$ cat config.mk
export PLATFORM = sky130hd
export DESIGN_NAME = tpd_dist
export DESIGN_NICKNAME = d
export VERILOG_FILES = /design/src/hdl/tpd_pkg.sv /design/src/hdl/tpd_dist.sv
export SDC_FILE = /design/constraint.sdc
export NUM_CORES = 2
export LEC_CHECK = 0
export CAP_MARGIN = 20
export CORE_AREA = 2 2 247 492
export DETAILED_ROUTE_END_ITERATION = 8
export DIE_AREA = 0 0 249 494
export DONT_BUFFER_PORTS = 1
export PLACE_DENSITY = 0.69
export SLEW_MARGIN = 20
export SYNTH_ARGS = -nofsm -noshare
export SYNTH_HDL_FRONTEND = slang
export SYNTH_SLANG_ARGS = --single-unit
$ cat constraint.sdc
create_clock -name clk -period 15.6 [get_ports clk]
set_input_delay 0.78 -clock clk [delete_from_list [all_inputs] [get_ports clk]]
set_output_delay 0.78 -clock clk [all_outputs]
set_load 0.01 [all_outputs]
$ cat src/hdl/tpd_pkg.sv
`timescale 1ns / 1ps

package tpd_pkg;

    localparam int COORD_W          = 24;
    localparam int TOL_W            = 23;
    localparam int ID_W             = 10;
    localparam int ID_PAD_W         = 16;
    localparam int LIM_W            = 2 * TOL_W;
    localparam int SQ_W             = 2 * COORD_W;
    localparam int SUM_W            = SQ_W + 1;
    localparam int COORD_FRAC_BITS  = 16;
    localparam int DEFAULT_MAX_NODES = 1024;

    // Weld radius after reset: about 1.0e-3 in the coordinate format.
    localparam logic [TOL_W-1:0] TOL_RESET =
        TOL_W'(((64'd1 << COORD_FRAC_BITS) + 64'd500) / 64'd1000);

    typedef struct packed {
        logic busy;
        logic res_valid;
        logic res_hit;
    } dist_stat_t;

endpackage

$ cat src/hdl/tpd_dist.sv
`timescale 1ns / 1ps

module tpd_dist #(
    parameter int IDX_W = 10
) (
    input  logic                          clk,
    input  logic                          rst_n,
    input  logic [tpd_pkg::TOL_W-1:0]     tol,
    input  logic                          in_valid,
    input  logic [IDX_W-1:0]              in_idx,
    input  logic [tpd_pkg::COORD_W-1:0]   px,
    input  logic [tpd_pkg::COORD_W-1:0]   py,
    input  logic [tpd_pkg::COORD_W-1:0]   sx,
    input  logic [tpd_pkg::COORD_W-1:0]   sy,
    output tpd_pkg::dist_stat_t           stat,
    output logic [IDX_W-1:0]              res_idx
);
    import tpd_pkg::*;

    logic [LIM_W-1:0]   lim_reg;
    logic [LIM_W-1:0]   lim_next;
    logic [COORD_W:0]   dx;
    logic [COORD_W:0]   dy;
    logic [COORD_W:0]   ndx;
    logic [COORD_W:0]   ndy;
    logic [COORD_W-1:0] adx_next;
    logic [COORD_W-1:0] ady_next;
    logic [COORD_W-1:0] adx_reg;
    logic [COORD_W-1:0] ady_reg;
    logic [SQ_W-1:0]    sqx_next;
    logic [SQ_W-1:0]    sqy_next;
    logic [SQ_W-1:0]    sqx_reg;
    logic [SQ_W-1:0]    sqy_reg;
    logic [SUM_W-1:0]   sum_next;
    logic               hit_next;
    logic               hit_reg;
    logic               v1_reg;
    logic               v2_reg;
    logic               v3_reg;
    logic [IDX_W-1:0]   idx1_reg;
    logic [IDX_W-1:0]   idx2_reg;
    logic [IDX_W-1:0]   idx3_reg;

    assign lim_next = tol * tol;

    // Differences are formed one bit wider; the magnitude always fits the coordinate width.
    assign dx       = {px[COORD_W-1], px} - {sx[COORD_W-1], sx};
    assign dy       = {py[COORD_W-1], py} - {sy[COORD_W-1], sy};
    assign ndx      = -dx;
    assign ndy      = -dy;
    assign adx_next = dx[COORD_W] ? ndx[COORD_W-1:0] : dx[COORD_W-1:0];
    assign ady_next = dy[COORD_W] ? ndy[COORD_W-1:0] : dy[COORD_W-1:0];

    assign sqx_next = adx_reg * adx_reg;
    assign sqy_next = ady_reg * ady_reg;

    assign sum_next = {1'b0, sqx_reg} + {1'b0, sqy_reg};
    assign hit_next = sum_next < {{(SUM_W-LIM_W){1'b0}}, lim_reg};

    always_ff @(posedge clk or negedge rst_n)
    begin
        if (!rst_n)
        begin
            v1_reg <= 1'b0;
            v2_reg <= 1'b0;
            v3_reg <= 1'b0;
        end
        else
        begin
            v1_reg <= in_valid;
            v2_reg <= v1_reg;
            v3_reg <= v2_reg;
        end
    end

    always_ff @(posedge clk)
    begin
        lim_reg  <= lim_next;
        adx_reg  <= adx_next;
        ady_reg  <= ady_next;
        idx1_reg <= in_idx;
        sqx_reg  <= sqx_next;
        sqy_reg  <= sqy_next;
        idx2_reg <= idx1_reg;
        hit_reg  <= hit_next;
        idx3_reg <= idx2_reg;
    end

    assign stat.busy      = v1_reg | v2_reg | v3_reg;
    assign stat.res_valid = v3_reg;
    assign stat.res_hit   = hit_reg;
    assign res_idx        = idx3_reg;

endmodule

==> impl_metrics.json <==
{
  "status": "finished, final reports clean",
  "r2r_slack_ns": 7.41,
  "synth_top_area_frac": 0.417,
  "ys_warn_count": 0,
  "hp-class": "in2reg",
  "yosysSeqAreaShare": 0.0751,
  "dieArea_um2": 123000,
  "die_y_um": 494,
  "rsz0062_at_grt": "false",
  "seqCellArea_um2": 4440,
  "cts_tree": "done",
  "fin_crit_ns": 8.19,
  "clock-root-buffer": "clkbuf_16",
  "cts_resized": 0,
  "area_growth_pct": 3.99,
  "timing.fmax_mhz": 122,
  "cp-start-kind": "flip-flop",
  "clock_skew_ns": 0.0474,
  "fin_nets": 8408,
  "cts_max_path_buffers": 3,
  "yosysTopAreaCell": "fa_1",
  "drt_wl_total_mm": 151,
  "detail-route-antenna-nets": 0,
  "syn_nets": 8534,
  "rows": 179,
  "gp_congestion": 0.920,
  "io_pins": 145,
  "final-setup-viol-count": 0,
  "drtPass1Iterations": 5,
  "synth_cell_types": 88,
  "antenna_found_initial": 1,
  "drtIter0Drc": 1665,
  "ys_seq_elements": 221,
  "synth-edff-count": 0,
  "ys.flop_type": "dfxtp_1",
  "ys_top_cells_by_area": "fa_1 42%, ha_1 14%, inv_1 11%",
  "synthesis.area_um2": 59100,
  "worst_pin_slew_ns": 1.15,
  "grt_pass1_wl_mm": 245,
  "clkLatencyLatePin_ns": 0.64,
  "clkSinkCount": 221,
  "end_kind": "flip-flop",
  "drv_cap": 0,
  "grt_start_max_net_pins": 28,
  "crit_arrival_ns": 8.74,
  "report.final.slew_viol_count": 0,
  "portBuffers": 0,
  "avgViaCountPerCell": 5.40,
  "wl_per_cell_um": 19.0,
  "postCtsSetupBuffers": 0,
  "overflow": 0,
  "die_w_um": 249,
  "hold_viol_final": 0,
  "critPathBufInv": 7,
  "start_util": 0.497,
  "synth.avg_cell_area_um2": 9.08,
  "crit_type": "reg2reg",
  "drc": 0,
  "synth_async_sr_flop_share": 0.0136,
  "required_ns": 16.14,
  "detailed_place_hpwl_mm": 128,
  "path_max_fanout": 24,
  "htree_levels": 1,
  "max_slew_margin": 0.231,
  "grt_pass1_vias": 49300,
  "vias": 42900,
  "cts_buffers": 24,
  "drive_gt1_frac": 0.0189,
  "multi_input_area_um2": 47200,
  "cp_top_family": "adder cells",
  "fin_tns_setup_ns": 0,
  "holdBufCountCts": 1,
  "fill_cells": 11000,
  "synth_cells": 6506,
  "max_stage_delay_ns": 1.01,
  "clk_pin_slew_ns": 0.06,
  "crit_path_top_delay_cell": "dfxtp_1",
  "coreArea_um2": 119000,
  "track_usage": 0.255,
  "fin_crit_sh": 0.525
}
[through the flow]
step | cell area [um^2] | cells | setup slack (ns) | utilization | hold WS [ns]
floorplan | 59100 | 6506 | 8.38 | - | 0.310
finish | 61400 | 7937 | 7.41 | 0.517 | 0.201
CTS | 61400 | 7935 | 7.40 | 0.516 | 0.175
detailed placement | 60500 | 7890 | 7.43 | 0.509 | 0.312
global placement | 60500 | 7890 | 7.42 | 0.509 | 0.310
global route | 61400 | 7936 | 7.02 | 0.517 | 0.184
[layer usage]
layer	GRT usage	up-vias	part of all wire
met2	0.515	1161	0.57
met4	0.220	0	0.10
met3	0.0208	689	0.029
li1	-	19400	-
met5	0	-	0
met1	0.222	21600	0.30
[cell families (layout without fill, tap and decap cells)]
kind of cell	count (synthesis)	count (layout)	synth area share
buffers and inverters	1980	1872	0.126
muxes	11	11	0.00203
DFF	221	221	0.0751
other	0	1	0
AOI/OAI and AO/OA	736	736	0.0830
and+or+nand+nor	1396	1396	0.116
xor gates and xnor gates	266	266	0.0394
adders and majority gates	1896	1896	0.558
[area by class of cell]
class | count | share of cell area
Multi-Input combinational cell | 4305 | 0.768
Sequential cell | 221 | 0.0723
Inverter | 1794 | 0.110
Timing Repair Buffer | 34 | 0.00432
Clock buffer | 32 | 0.0116
Tap cell | 1538 | 0.0313
Antenna cell | 1 | 0.0000407
Clock inverter | 12 | 0.00261
[worst reg2reg max path, stage by stage (launching register included)]
cell	delay, ns
dfxtp_1	1.01
nand2_1	0.27
fa_1	0.61
inv_1	0.06
fa_1	0.53
inv_1	0.06
fa_1	0.52
inv_1	0.05
fa_1	0.50
inv_1	0.06
fa_1	0.53
inv_1	0.05
fa_1	0.47
inv_1	0.05
fa_1	0.47
inv_1	0.06
ha_1	0.37
a21o_1	0.19
a21o_1	0.17
a221o_1	0.31
o211ai_1	0.50
o21ba_2	0.33
o211ai_1	0.14
a41oi_1	0.36
o21ai_0	0.16
a21oi_1	0.19
xnor2_1	0.13
[worst paths after layout]
path / cells past startpoint / startpoint / end
max: 26 / ady_reg[2] / sqy_reg[47]
min: 0 / tol[0] / lim_reg[0]
max reg2reg: 26 / ady_reg[2] / sqy_reg[47]
min reg2reg: 0 / idx2_reg[0] / res_idx[0]
max in group asynchronous: 1 / rst_n / v3_reg
min in group asynchronous: 1 / rst_n / v2_reg
[synth_stat cells, drive strengths merged, types with 6 or more instances]
| master | instances |
|---|---|
| inv | 1794 |
| fa | 1231 |
| ha | 665 |
| nand2 | 554 |
| and2 | 368 |
| dfxtp | 218 |
| a21oi | 212 |
| nor2 | 181 |
| xnor2 | 181 |
| clkbuf | 179 |
| a21o | 139 |
| o21ai | 117 |
| xor2 | 85 |
| nand3 | 48 |
| nor2b | 45 |
| nor3 | 39 |
| nand4 | 38 |
| o21bai | 33 |
| a211oi | 31 |
| and3 | 30 |
| nand2b | 29 |
| o21a | 29 |
| a31oi | 25 |
| o211ai | 19 |
| a211o | 15 |
| a21boi | 12 |
| o31ai | 12 |
| or2 | 12 |
| or3 | 12 |
| o311ai | 11 |
| nor4 | 10 |
| and4 | 9 |
| mux2 | 8 |
| a2111oi | 7 |
| a41oi | 7 |
| buf | 7 |
| nor3b | 7 |
| o2111ai | 7 |
| a31o | 6 |
| o41ai | 6 |
[cell usage in the layout (no fill, tap or decap), types with 12 or more instances in the layout]
cell,n
nor2_1,181
nand2b_1,29
o211ai_1,19
xnor2_1,181
dfxtp_1,214
buf_4,32
a211o_1,15
o21bai_1,33
o31ai_1,12
a31oi_1,24
nand4_1,38
fa_1,1231
a211oi_1,27
nand2_1,554
a21oi_1,212
nand3_1,48
xor2_1,85
and2_1,368
o21ai_1,20
nor3_1,39
a21o_1,138
o21a_1,29
o21ai_0,96
clkbuf_16,24
ha_1,665
and3_1,30
inv_1,1793
nor2b_1,45
Power is left out: the tool's default activity adds up to more than one toggle a clock period on the data nets, which glitch-free logic cannot reach.
